$ cat config.mk
export PLATFORM = sky130hd
export DESIGN_NAME = two_channel_note_sequencer_unit
export DESIGN_NICKNAME = d
export VERILOG_FILES = /design/src/hdl/tcns_pkg.sv /design/src/hdl/tcns_ram.sv /design/src/hdl/tcns_front.sv /design/src/hdl/tcns_queue.sv /design/src/hdl/tcns_back.sv /design/src/hdl/two_channel_note_sequencer_unit.sv
export VERILOG_INCLUDE_DIRS = /design/src /design/src/hdl
export SDC_FILE = /design/constraint.sdc
export NUM_CORES = 2
export LEC_CHECK = 0
export BUFFER_PORTS_ARGS = -buffer_cell sky130_fd_sc_hd__clkbuf_2
export CORE_ASPECT_RATIO = 2
export CORE_MARGIN = 2
export CORE_UTILIZATION = 40
export DETAILED_ROUTE_END_ITERATION = 8
export REMOVE_ABC_BUFFERS = 1
export SYNTH_ARGS = -nofsm -noshare
export SYNTH_HDL_FRONTEND = slang
export SYNTH_MEMORY_MAX_BITS = 65536
export SYNTH_SLANG_ARGS = --single-unit
$ cat constraint.sdc
create_clock -name clk -period 5.46 [get_ports clk]
set_clock_uncertainty 0.05 [all_clocks]
set_input_delay 0 -clock clk [delete_from_list [all_inputs] [get_ports clk]]
set_output_delay 0 -clock clk [all_outputs]
set_load 0.03 [all_outputs]
$ cat src/hdl/two_channel_note_sequencer_unit_macros.svh
// Assertion macros used by the note sequencer back end.
`ifndef TWO_CHANNEL_NOTE_SEQUENCER_UNIT_MACROS_SVH
`define TWO_CHANNEL_NOTE_SEQUENCER_UNIT_MACROS_SVH

// Same-cycle implication, sampled on clk, off while arst_n is low.
`define TCNS_ASSERT_IMP(label, ante, cons) \
	label: assert property (@(posedge clk) disable iff (!arst_n) (ante) |-> (cons)) \
		else $error("tcns assertion failed");

// Next-cycle implication, sampled on clk, off while arst_n is low.
`define TCNS_ASSERT_NXT(label, ante, cons) \
	label: assert property (@(posedge clk) disable iff (!arst_n) (ante) |=> (cons)) \
		else $error("tcns assertion failed");

`endif

$ cat src/hdl/tcns_pkg.sv
// Shared types, codes and constants of the note sequencer.
package tcns_pkg;

	// Defaults for the top-level parameters
	localparam int TABLE_DEPTH_DEF  = 64;
	localparam int NUM_CHANNELS_DEF = 2;

	// Field widths fixed by the stream format
	localparam int INDEX_W = 6;
	localparam int NOTE_W  = 16;
	localparam int DUR_W   = 16;
	localparam int COUNT_W = 7;
	localparam int ENTRY_W = NOTE_W + DUR_W;
	localparam int S_DATA_W = 48;
	localparam int S_USER_W = 2;
	localparam int M_DATA_W = 40;

	// Command queue between front and back; depth is a power of two
	localparam int QUEUE_DEPTH = 4;
	localparam int QPTR_W      = $clog2(QUEUE_DEPTH);
	localparam int QCNT_W      = $clog2(QUEUE_DEPTH + 1);

	// Function codes as carried on tuser
	typedef enum logic [1:0] {
		FUNC_TICK  = 2'd0,
		FUNC_WRITE = 2'd1,
		FUNC_START = 2'd2,
		FUNC_STOP  = 2'd3
	} func_t;

	// Classified operations; ignored items become OP_NOP
	typedef enum logic [2:0] {
		OP_NOP,
		OP_TICK,
		OP_WRITE,
		OP_START,
		OP_STOP
	} op_t;

	// One classified command, count already clipped to the table depth
	typedef struct packed {
		op_t                  op;
		logic                 ch;
		logic [INDEX_W-1:0]   idx;
		logic [NOTE_W-1:0]    note;
		logic [DUR_W-1:0]     dur;
		logic [COUNT_W-1:0]   cnt;
		logic                 loop_en;
	} cmd_t;

	// Per-channel report, tone in the low bits
	typedef struct packed {
		logic              busy;
		logic              changed;
		logic              silent;
		logic [NOTE_W-1:0] tone;
	} rpt_t;

endpackage

$ cat src/hdl/tcns_ram.sv
// Generic single-write, single-read RAM with registered read data.
module tcns_ram #(
	parameter int WIDTH = 32,
	parameter int DEPTH = 64
) (
	input  logic                     clk,
	input  logic                     we,
	input  logic [$clog2(DEPTH)-1:0] waddr,
	input  logic [WIDTH-1:0]         wdata,
	input  logic                     re,
	input  logic [$clog2(DEPTH)-1:0] raddr,
	output logic [WIDTH-1:0]         rdata
);

	logic [WIDTH-1:0] mem_q [DEPTH];
	logic [WIDTH-1:0] rdata_q;

	// Write port and registered read port
	always_ff @(posedge clk) begin
		if (we) begin
			mem_q[waddr] <= wdata;
		end
		if (re) begin
			rdata_q <= mem_q[raddr];
		end
	end

	assign rdata = rdata_q;

endmodule

$ cat src/hdl/tcns_front.sv
// Front end: accepts input transactions and classifies them into commands.
module tcns_front #(
	parameter int TABLE_DEPTH  = tcns_pkg::TABLE_DEPTH_DEF,
	parameter int NUM_CHANNELS = tcns_pkg::NUM_CHANNELS_DEF
) (
	input  logic                          s_tvalid,
	output logic                          s_tready,
	input  logic [tcns_pkg::S_DATA_W-1:0] s_tdata,
	input  logic [tcns_pkg::S_USER_W-1:0] s_tuser,
	input  logic                          q_full,
	output logic                          q_push,
	output tcns_pkg::cmd_t                q_cmd
);

	tcns_pkg::func_t                func;
	logic                           ch;
	logic [tcns_pkg::INDEX_W-1:0]   idx;
	logic [tcns_pkg::COUNT_W-1:0]   cnt;
	logic                           ch_ok;
	logic                           idx_ok;
	logic [tcns_pkg::COUNT_W-1:0]   cnt_clip;

	// Unpack the transaction
	assign func = tcns_pkg::func_t'(s_tuser);
	assign ch   = s_tdata[0];
	assign idx  = s_tdata[6:1];
	assign cnt  = s_tdata[45:39];

	// Range checks and count clipping
	assign ch_ok    = (32'(ch) < 32'(NUM_CHANNELS));
	assign idx_ok   = (32'(idx) < 32'(TABLE_DEPTH));
	assign cnt_clip = (32'(cnt) > 32'(TABLE_DEPTH)) ? tcns_pkg::COUNT_W'(TABLE_DEPTH) : cnt;

	// Accept whenever the queue has room
	assign s_tready = !q_full;
	assign q_push   = s_tvalid && s_tready;

	// Classify; items that change nothing become no-ops
	always_comb begin
		q_cmd.ch      = ch;
		q_cmd.idx     = idx;
		q_cmd.note    = s_tdata[22:7];
		q_cmd.dur     = s_tdata[38:23];
		q_cmd.cnt     = cnt_clip;
		q_cmd.loop_en = s_tdata[46];
		unique case (func)
			tcns_pkg::FUNC_TICK: begin
				q_cmd.op = tcns_pkg::OP_TICK;
			end
			tcns_pkg::FUNC_WRITE: begin
				q_cmd.op = (ch_ok && idx_ok) ? tcns_pkg::OP_WRITE : tcns_pkg::OP_NOP;
			end
			tcns_pkg::FUNC_START: begin
				q_cmd.op = (ch_ok && (cnt != '0)) ? tcns_pkg::OP_START : tcns_pkg::OP_NOP;
			end
			tcns_pkg::FUNC_STOP: begin
				q_cmd.op = ch_ok ? tcns_pkg::OP_STOP : tcns_pkg::OP_NOP;
			end
		endcase
	end

endmodule

$ cat src/hdl/tcns_queue.sv
// Command queue that decouples the front end from the back end.
module tcns_queue (
	input  logic           clk,
	input  logic           arst_n,
	input  logic           push,
	input  tcns_pkg::cmd_t push_cmd,
	output logic           full,
	input  logic           pop,
	output logic           not_empty,
	output tcns_pkg::cmd_t head_cmd
);

	tcns_pkg::cmd_t                mem_q [tcns_pkg::QUEUE_DEPTH];
	logic [tcns_pkg::QPTR_W-1:0]   wr_ptr_q;
	logic [tcns_pkg::QPTR_W-1:0]   rd_ptr_q;
	logic [tcns_pkg::QCNT_W-1:0]   count_q;

	assign full      = (count_q == tcns_pkg::QCNT_W'(tcns_pkg::QUEUE_DEPTH));
	assign not_empty = (count_q != '0);
	assign head_cmd  = mem_q[rd_ptr_q];

	// Store entries
	always_ff @(posedge clk) begin
		if (push) begin
			mem_q[wr_ptr_q] <= push_cmd;
		end
	end

	// Advance pointers and fill count
	always_ff @(posedge clk or negedge arst_n) begin
		if (!arst_n) begin
			wr_ptr_q <= '0;
			rd_ptr_q <= '0;
			count_q  <= '0;
		end else begin
			if (push) begin
				wr_ptr_q <= wr_ptr_q + 1'b1;
			end
			if (pop) begin
				rd_ptr_q <= rd_ptr_q + 1'b1;
			end
			if (push && !pop) begin
				count_q <= count_q + 1'b1;
			end else if (pop && !push) begin
				count_q <= count_q - 1'b1;
			end
		end
	end

endmodule

$ cat src/hdl/tcns_back.sv
// Back end: executes commands on channel state and table RAMs, drives results.
`include "two_channel_note_sequencer_unit_macros.svh"

module tcns_back #(
	parameter int TABLE_DEPTH  = tcns_pkg::TABLE_DEPTH_DEF,
	parameter int NUM_CHANNELS = tcns_pkg::NUM_CHANNELS_DEF
) (
	input  logic                          clk,
	input  logic                          arst_n,
	input  logic                          cfg_wr_en,
	input  logic [tcns_pkg::NOTE_W-1:0]   cfg_wr_data,
	input  logic                          q_valid,
	input  tcns_pkg::cmd_t                q_cmd,
	output logic                          q_pop,
	output logic                          m_tvalid,
	input  logic                          m_tready,
	output logic [tcns_pkg::M_DATA_W-1:0] m_tdata
);

	localparam int IDX_W = $clog2(TABLE_DEPTH);

	typedef enum logic {
		S_EXEC,
		S_LOAD
	} state_t;

	state_t state_q;

	// Channel state
	logic                          active_q [NUM_CHANNELS];
	logic [IDX_W-1:0]              pos_q    [NUM_CHANNELS];
	logic [tcns_pkg::COUNT_W-1:0]  len_q    [NUM_CHANNELS];
	logic                          loop_q   [NUM_CHANNELS];
	logic [tcns_pkg::DUR_W-1:0]    rem_q    [NUM_CHANNELS];
	logic [tcns_pkg::NOTE_W-1:0]   tone_q   [NUM_CHANNELS];
	logic                          silent_q [NUM_CHANNELS];
	logic                          chg_q    [NUM_CHANNELS];
	logic                          load_q   [NUM_CHANNELS];
	logic [tcns_pkg::NOTE_W-1:0]   rest_q;
	logic                          m_tvalid_q;
	logic [tcns_pkg::M_DATA_W-1:0] m_tdata_q;

	// Next-state values from the execute step
	logic                          active_d [NUM_CHANNELS];
	logic [IDX_W-1:0]              pos_d    [NUM_CHANNELS];
	logic [tcns_pkg::COUNT_W-1:0]  len_d    [NUM_CHANNELS];
	logic                          loop_d   [NUM_CHANNELS];
	logic [tcns_pkg::DUR_W-1:0]    rem_d    [NUM_CHANNELS];
	logic [tcns_pkg::NOTE_W-1:0]   tone_d   [NUM_CHANNELS];
	logic                          silent_d [NUM_CHANNELS];
	logic                          chg_d    [NUM_CHANNELS];
	logic                          load_d   [NUM_CHANNELS];

	// Table access and final channel view
	logic                          ram_we   [NUM_CHANNELS];
	logic                          ram_re   [NUM_CHANNELS];
	logic [tcns_pkg::ENTRY_W-1:0]  ram_rd   [NUM_CHANNELS];
	logic [tcns_pkg::NOTE_W-1:0]   fin_tone   [NUM_CHANNELS];
	logic                          fin_silent [NUM_CHANNELS];
	logic [31:0]                   idx_ext;
	logic [IDX_W-1:0]              waddr;
	logic                          out_free;
	tcns_pkg::rpt_t                rpt [2];

	assign q_pop    = (state_q == S_EXEC) && q_valid;
	assign out_free = !m_tvalid_q || m_tready;
	assign idx_ext  = 32'(q_cmd.idx);
	assign waddr    = idx_ext[IDX_W-1:0];

	// Execute step: update timers, positions and flags, pick entries to load
	always_comb begin
		logic [tcns_pkg::DUR_W-1:0] rem_dec;
		logic [31:0]                nxt;
		logic                       hit;
		for (int c = 0; c < NUM_CHANNELS; c++) begin
			active_d[c] = active_q[c];
			pos_d[c]    = pos_q[c];
			len_d[c]    = len_q[c];
			loop_d[c]   = loop_q[c];
			rem_d[c]    = rem_q[c];
			tone_d[c]   = tone_q[c];
			silent_d[c] = silent_q[c];
			chg_d[c]    = 1'b0;
			load_d[c]   = 1'b0;
			rem_dec     = (rem_q[c] != '0) ? rem_q[c] - 1'b1 : '0;
			nxt         = 32'(pos_q[c]) + 32'd1;
			hit         = (int'(q_cmd.ch) == c);
			unique case (q_cmd.op)
				tcns_pkg::OP_TICK: begin
					if (active_q[c]) begin
						rem_d[c] = rem_dec;
						if (rem_dec == '0) begin
							chg_d[c] = 1'b1;
							if (nxt >= 32'(len_q[c])) begin
								if (!loop_q[c]) begin
									active_d[c] = 1'b0;
									pos_d[c]    = '0;
									len_d[c]    = '0;
									loop_d[c]   = 1'b0;
									tone_d[c]   = '0;
									silent_d[c] = 1'b1;
								end else begin
									pos_d[c]  = '0;
									load_d[c] = 1'b1;
								end
							end else begin
								pos_d[c]  = nxt[IDX_W-1:0];
								load_d[c] = 1'b1;
							end
						end
					end
				end
				tcns_pkg::OP_START: begin
					if (hit) begin
						active_d[c] = 1'b1;
						len_d[c]    = q_cmd.cnt;
						loop_d[c]   = q_cmd.loop_en;
						pos_d[c]    = '0;
						chg_d[c]    = 1'b1;
						load_d[c]   = 1'b1;
					end
				end
				tcns_pkg::OP_STOP: begin
					if (hit) begin
						active_d[c] = 1'b0;
						pos_d[c]    = '0;
						len_d[c]    = '0;
						loop_d[c]   = 1'b0;
						rem_d[c]    = '0;
						tone_d[c]   = '0;
						silent_d[c] = 1'b1;
						chg_d[c]    = 1'b1;
					end
				end
				tcns_pkg::OP_WRITE, tcns_pkg::OP_NOP: begin
				end
				default: begin
				end
			endcase
			ram_we[c] = q_pop && (q_cmd.op == tcns_pkg::OP_WRITE) && hit;
			ram_re[c] = q_pop && load_d[c];
		end
	end

	// One note/duration table per channel
	for (genvar g = 0; g < NUM_CHANNELS; g++) begin : g_table
		tcns_ram #(
			.WIDTH(tcns_pkg::ENTRY_W),
			.DEPTH(TABLE_DEPTH)
		) u_ram (
			.clk  (clk),
			.we   (ram_we[g]),
			.waddr(waddr),
			.wdata({q_cmd.note, q_cmd.dur}),
			.re   (ram_re[g]),
			.raddr(pos_d[g]),
			.rdata(ram_rd[g])
		);
	end

	// Load step: map the fetched note onto tone and silence
	always_comb begin
		for (int c = 0; c < NUM_CHANNELS; c++) begin
			if (load_q[c]) begin
				fin_silent[c] = (ram_rd[c][tcns_pkg::ENTRY_W-1:tcns_pkg::DUR_W] == rest_q);
				fin_tone[c]   = fin_silent[c] ? '0 : ram_rd[c][tcns_pkg::ENTRY_W-1:tcns_pkg::DUR_W];
			end else begin
				fin_silent[c] = silent_q[c];
				fin_tone[c]   = tone_q[c];
			end
		end
	end

	// Per-channel reports; a missing channel reads as idle and silent
	for (genvar k = 0; k < 2; k++) begin : g_rpt
		if (k < NUM_CHANNELS) begin : g_real
			assign rpt[k] = '{busy: active_q[k], changed: chg_q[k],
				silent: fin_silent[k], tone: fin_tone[k]};
		end else begin : g_missing
			assign rpt[k] = '{busy: 1'b0, changed: 1'b0, silent: 1'b1, tone: '0};
		end
	end

	// Sequencer state, channel state and result register
	always_ff @(posedge clk or negedge arst_n) begin
		if (!arst_n) begin
			state_q    <= S_EXEC;
			rest_q     <= '0;
			m_tvalid_q <= 1'b0;
			for (int c = 0; c < NUM_CHANNELS; c++) begin
				active_q[c] <= 1'b0;
				pos_q[c]    <= '0;
				len_q[c]    <= '0;
				loop_q[c]   <= 1'b0;
				rem_q[c]    <= '0;
				tone_q[c]   <= '0;
				silent_q[c] <= 1'b1;
				chg_q[c]    <= 1'b0;
				load_q[c]   <= 1'b0;
			end
		end else begin
			if (cfg_wr_en) begin
				rest_q <= cfg_wr_data;
			end
			unique case (state_q)
				S_EXEC: begin
					if (m_tready) begin
						m_tvalid_q <= 1'b0;
					end
					if (q_pop) begin
						for (int c = 0; c < NUM_CHANNELS; c++) begin
							active_q[c] <= active_d[c];
							pos_q[c]    <= pos_d[c];
							len_q[c]    <= len_d[c];
							loop_q[c]   <= loop_d[c];
							rem_q[c]    <= rem_d[c];
							tone_q[c]   <= tone_d[c];
							silent_q[c] <= silent_d[c];
							chg_q[c]    <= chg_d[c];
							load_q[c]   <= load_d[c];
						end
						state_q <= S_LOAD;
					end
				end
				S_LOAD: begin
					if (out_free) begin
						for (int c = 0; c < NUM_CHANNELS; c++) begin
							if (load_q[c]) begin
								rem_q[c] <= ram_rd[c][tcns_pkg::DUR_W-1:0];
							end
							tone_q[c]   <= fin_tone[c];
							silent_q[c] <= fin_silent[c];
							load_q[c]   <= 1'b0;
						end
						m_tvalid_q <= 1'b1;
						m_tdata_q  <= {2'b00, rpt[1], rpt[0]};
						state_q    <= S_EXEC;
					end
				end
			endcase
		end
	end

	assign m_tvalid = m_tvalid_q;
	assign m_tdata  = m_tdata_q;

	// Checks on the execute/load sequence
	`TCNS_ASSERT_IMP(a_no_pop_in_load, state_q == S_LOAD, !q_pop)
	`TCNS_ASSERT_NXT(a_pop_enters_load, q_pop, state_q == S_LOAD)
	`TCNS_ASSERT_IMP(a_load_only_active, (state_q == S_LOAD) && load_q[0], active_q[0] && chg_q[0])
	`TCNS_ASSERT_IMP(a_result_from_load, $rose(m_tvalid_q), $past(state_q == S_LOAD))

endmodule

$ cat src/hdl/two_channel_note_sequencer_unit.sv
// Top level of the two-channel note sequencer.
//
// Input stream (s_*): one transaction per command. s_tuser holds the function (tick,
// table write, start, stop); s_tdata holds channel, entry index, note, duration, entry
// count and loop flag. Output stream (m_*): one transaction per accepted input,
// reporting tone, silence, change and busy for both channels. cfg_wr_en/cfg_wr_data
// load the rest code; the user writes it only while the block idles (not enforced).
//
// A result passes through the command queue, the back end's execute step and its
// load step, which takes the registered read of the per-channel note/duration RAM;
// the back end pops no new command until the current one has left its load step.
// A four-entry command queue keeps s_tready high while the back end works or
// while a result waits on m_tready; s_tready drops only when that queue fills.
// A stalled result holds m_tdata and blocks the back end at its load step, not the input side.
//
// Reset: all channels idle and silent with tone zero, rest code zero. Table
// contents are undefined until written; there is no clearing pass.
module two_channel_note_sequencer_unit #(
	parameter int TABLE_DEPTH  = tcns_pkg::TABLE_DEPTH_DEF,
	parameter int NUM_CHANNELS = tcns_pkg::NUM_CHANNELS_DEF
) (
	input  logic                          clk,
	input  logic                          arst_n,
	input  logic                          cfg_wr_en,
	input  logic [tcns_pkg::NOTE_W-1:0]   cfg_wr_data,   // rest_code
	input  logic                          s_tvalid,
	output logic                          s_tready,
	// channel[0], entry_index[6:1], note_code[22:7], duration_ticks[38:23],
	// entry_count[45:39], loop_enable[46], zero pad[47]
	input  logic [tcns_pkg::S_DATA_W-1:0] s_tdata,
	input  logic [tcns_pkg::S_USER_W-1:0] s_tuser,       // func[1:0]
	output logic                          m_tvalid,
	input  logic                          m_tready,
	// tone_a[15:0], silent_a[16], changed_a[17], busy_a[18], tone_b[34:19],
	// silent_b[35], changed_b[36], busy_b[37], zero pad[39:38]
	output logic [tcns_pkg::M_DATA_W-1:0] m_tdata
);

	tcns_pkg::cmd_t push_cmd;
	tcns_pkg::cmd_t head_cmd;
	logic           q_push;
	logic           q_full;
	logic           q_pop;
	logic           q_valid;

	// Accept and classify
	tcns_front #(
		.TABLE_DEPTH (TABLE_DEPTH),
		.NUM_CHANNELS(NUM_CHANNELS)
	) u_front (
		.s_tvalid(s_tvalid),
		.s_tready(s_tready),
		.s_tdata (s_tdata),
		.s_tuser (s_tuser),
		.q_full  (q_full),
		.q_push  (q_push),
		.q_cmd   (push_cmd)
	);

	// Decoupling queue
	tcns_queue u_queue (
		.clk      (clk),
		.arst_n   (arst_n),
		.push     (q_push),
		.push_cmd (push_cmd),
		.full     (q_full),
		.pop      (q_pop),
		.not_empty(q_valid),
		.head_cmd (head_cmd)
	);

	// Execute and report
	tcns_back #(
		.TABLE_DEPTH (TABLE_DEPTH),
		.NUM_CHANNELS(NUM_CHANNELS)
	) u_back (
		.clk        (clk),
		.arst_n     (arst_n),
		.cfg_wr_en  (cfg_wr_en),
		.cfg_wr_data(cfg_wr_data),
		.q_valid    (q_valid),
		.q_cmd      (head_cmd),
		.q_pop      (q_pop),
		.m_tvalid   (m_tvalid),
		.m_tready   (m_tready),
		.m_tdata    (m_tdata)
	);

endmodule
==> results.json <==
{
  "grt_pass1_vias": 115000,
  "syn_to_final_growth_pct": 16.9,
  "synth-seq-area-share": 0.751,
  "grt_usage": 0.265,
  "remaining_drc_errors": 0,
  "grt_pass1_wl_mm": 866,
  "cts_max_level": 5,
  "synth_edf_count": 4398,
  "path_buf_inv": 5,
  "antenna_found_initial": 70,
  "syn_inst": 12700,
  "cp_cell_sequence": "inv_2 -> ha_2 -> or3b_4 -> a2111o_1 -> a211oi_2 -> nand4_1 -> buf_6 -> o21a_2 -> o21ai_4 -> buf_12 -> nand2_8 -> buf_16 -> and3_1 -> buf_12 -> nand3_1 -> nand4_1 -> nor4_2",
  "use_met3": 0.0407,
  "ios": 113,
  "ys_ff_latch": 4523,
  "cts_root_buffer": "clkbuf_16",
  "routed_wirelength_mm": 626,
  "combPwrFrac": 0.169,
  "portBuffers": 109,
  "drive_gt1_frac": 0.141,
  "multi_input_area_mm2": 0.0421,
  "die_h_um": 953,
  "max_freq_mhz": 181,
  "cp.required_ns": 6.18,
  "viasPerCell": 6.01,
  "numCtsBuffers": 393,
  "p_per_area_mw_per_mm2": 424,
  "slowest_delay_ns": 1.09,
  "maxCapViolations": 0,
  "min_path_type": "in -> reg",
  "min_period_ns": 5.53,
  "endpoint_kind": "flip-flop",
  "grt_overflow": 0,
  "slew_violations": 0,
  "use_met1": 0.282,
  "crit_path_top_delay_cell": "nand4_1",
  "num_vias": 119000,
  "fin_util": 0.469,
  "synthArstFlopShare": 0.0276,
  "ys_warn_count": 0,
  "maxSlewHeadroom": 0.0457,
  "peakVddDrop_mv": 0.696,
  "clkSlewWorstSetupHoldPaths_ns": 0.06,
  "die_x_um": 478,
  "holdWs_ns": 0.0896,
  "cts_tree": "built",
  "power_frac_seq": 0.515,
  "cp_data_arrival_time_ns": 6.25,
  "hold_viol": 0,
  "cts_max_path_buffers": 4,
  "nFillCells": 38800,
  "synth.distinct_cells": 81,
  "seqCellArea_mm2": 0.135,
  "grt_max_degree": 172,
  "drt-initial-drc-count": 13300,
  "clkPwrFrac": 0.316,
  "start_util": 0.401,
  "place_congestion": 0.936,
  "yosys_most_used_dff": "edfxtp_1",
  "total_power_mw": 89.1,
  "top_usage_layer": "met2",
  "critPathTopFamily": "simple AND/OR/NAND/NOR gates",
  "rows": 348,
  "synth_area_mm2": 0.180,
  "switching_share": 0.293,
  "critPathKind": "reg -> reg",
  "leakage_nw": 69.5,
  "insertion_delay_ns": 1.03,
  "failed_checks": "setup timing",
  "nets": 13400,
  "placedCellCount": 18600,
  "ant_nets": 0,
  "final_cell_area_mm2": 0.210,
  "fin_crit_sh": 1.01,
  "worstMarginPinSlew_ns": 1.43,
  "critPathMaxFanout": 32,
  "placed_area_mm2": 0.195,
  "core_mm2": 0.448,
  "p_sw_mw": 26.1,
  "fin_ws_ns": -0.0656,
  "drt_pass1_iterations": 7,
  "wl_per_cell_um": 31.7,
  "start_kind": "flip-flop",
  "hpwl_mm": 393,
  "cts.sink_count": 4523,
  "final_cell_count_no_fill": 19800,
  "gr-usage-met2": 0.455,
  "die-area_mm2": 0.456,
  "status": "complete, but fails checks",
  "internal_power_mw": 63.0,
  "postSynthAreaPerCell_um2": 14.2,
  "finalSetupViolCount": 1
}
==> layout by cell type (no fill, tap or decap), types with 247 or more instances in the layout <==
master / synthesis / final
o21ai_0: 617 / 608
nand4_1: 473 / 473
edfxtp_1: 4398 / 4398
buf_4: 4 / 666
nand3_1: 1156 / 1152
a211oi_1: 598 / 593
diode_2: 0 / 247
a22oi_1: 332 / 330
and3_1: 561 / 556
a21oi_1: 449 / 439
nand2_1: 1756 / 1748
clkbuf_16: 0 / 405
==> cells in the mapped netlist (all sizes together), types with 36 or more instances <==
library cell	count	area, um2
a211oi	600	4510
a22o	52	455
a21oi	450	2260
buf	240	1130
o2111ai	36	315
dfrtp	123	3080
inv	84	315
a22oi	332	2490
edfxtp	4398	132000
a32oi	94	823
or4	36	270
o31ai	38	285
a31oi	52	325
nor4	54	359
o21ai	627	3140
nand4	473	2960
nor2	201	757
and3	561	3510
mux2i	109	1090
nand2	1756	6590
a221oi	47	412
clkbuf	749	2810
nand3	1156	5790
mux4	50	1130
nor3	40	215
==> cells by family after synthesis <==
kind of cell / count (synthesis) / share of synthesized area
multiplexers: 191 / 0.0143
AO/OA/AOI/OAI: 2434 / 0.0885
adder cells (fa/ha/maj): 26 / 0.00185
flip-flops: 4523 / 0.751
other: 1 / 0.0000208
AND/OR/NAND/NOR: 4385 / 0.118
XOR/XNOR: 49 / 0.00239
buffers and inverters: 1073 / 0.0236
==> repair_timing <==
item / in CTS / in global routing
cloned: 10 / 6
hold buffers: 143 / 0
resized for setup: 42 / 24
pin swaps: 13 / 20
endpoints found under the setup margin: 7 / 25
setup buffers: 19 / 19
endpoints found under the hold margin: 489 / 0
==> path summary, 6_finish.rpt <==
path                       slack (ns)         startpoint  depth (start not counted)                               end
min                              0.09        s_tdata[42]                          3               u_queue.mem_q[2][4]
max                             -0.07    u_back.rem_q[1]                         17  u_back.g_table[1].u_ram.rdata[1]
min in group asynchronous        0.23             arst_n                          4                  u_back.tone_q[5]
max reg2reg                     -0.07    u_back.rem_q[1]                         17  u_back.g_table[1].u_ram.rdata[1]
max in group asynchronous        3.53             arst_n                          5                 u_back.tone_q[16]
min reg2reg                      0.42  u_back.tone_q[20]                          2                 u_back.tone_q[20]
==> per-stage QoR <==
stage / setup TNS, ns / setup WS [ns]
after global placement: -2.02 / -0.756
after detailed placement: -2.49 / -0.880
after floorplan: -1745.30 / -29.82
after CTS: -0.0324 / -0.0324
after global routing: -0.0479 / -0.0243
final: -0.0656 / -0.0656
==> final cells by class <==
| type | count | area share |
|---|---|---|
| antenna | 247 | 0.00294 |
| multi-input combinational | 7087 | 0.200 |
| sequential | 4523 | 0.643 |
| clock buffer | 494 | 0.0493 |
| inverter | 84 | 0.00150 |
| tap | 5950 | 0.0354 |
| clock inverter | 220 | 0.0105 |
| timing repair buffer | 1167 | 0.0577 |
==> flip-flops by register name (all words and copies together) (netlist names), 3 cells and up <==
register                    cells
u_back.len_q                   14
u_back.tone_q                  32
u_back.g_table.u_ram.rdata     64
u_back.rest_q                  16
u_queue.count_q                 3
u_back.g_table.u_ram.mem_q   4096
u_queue.mem_q                 200
u_back.pos_q                   12
u_back.rem_q                   32
u_back.m_tdata                 38
==> tightest hold or removal path, delay by kind of cell <==
kind | cells | cell delay (ns)
and+or+nand+nor | 1 | 0.20
buffers and inverters | 2 | 0.74
==> per-layer routing <==
metal,vias to the layer above,wire length [um]
met2,5731,314000
met3,1551,43800
li1,50600,-
met4,24,63800
met1,60800,204000
met5,-,164
==> power groups by stage <==
| stage | clock network (mW) | registers [mW] | logic (mW) |
|---|---|---|---|
| global route | 29.6 | 45.9 | 15.5 |
| finish | 28.2 | 45.9 | 15.0 |
| floorplan | 0 | 46.8 | 5.51 |
| CTS | 28.4 | 45.8 | 14.7 |
| global placement | 0 | 46.5 | 14.3 |
| detailed placement | 0 | 46.6 | 14.6 |
Note: power is estimated with default switching activity, not from simulation.
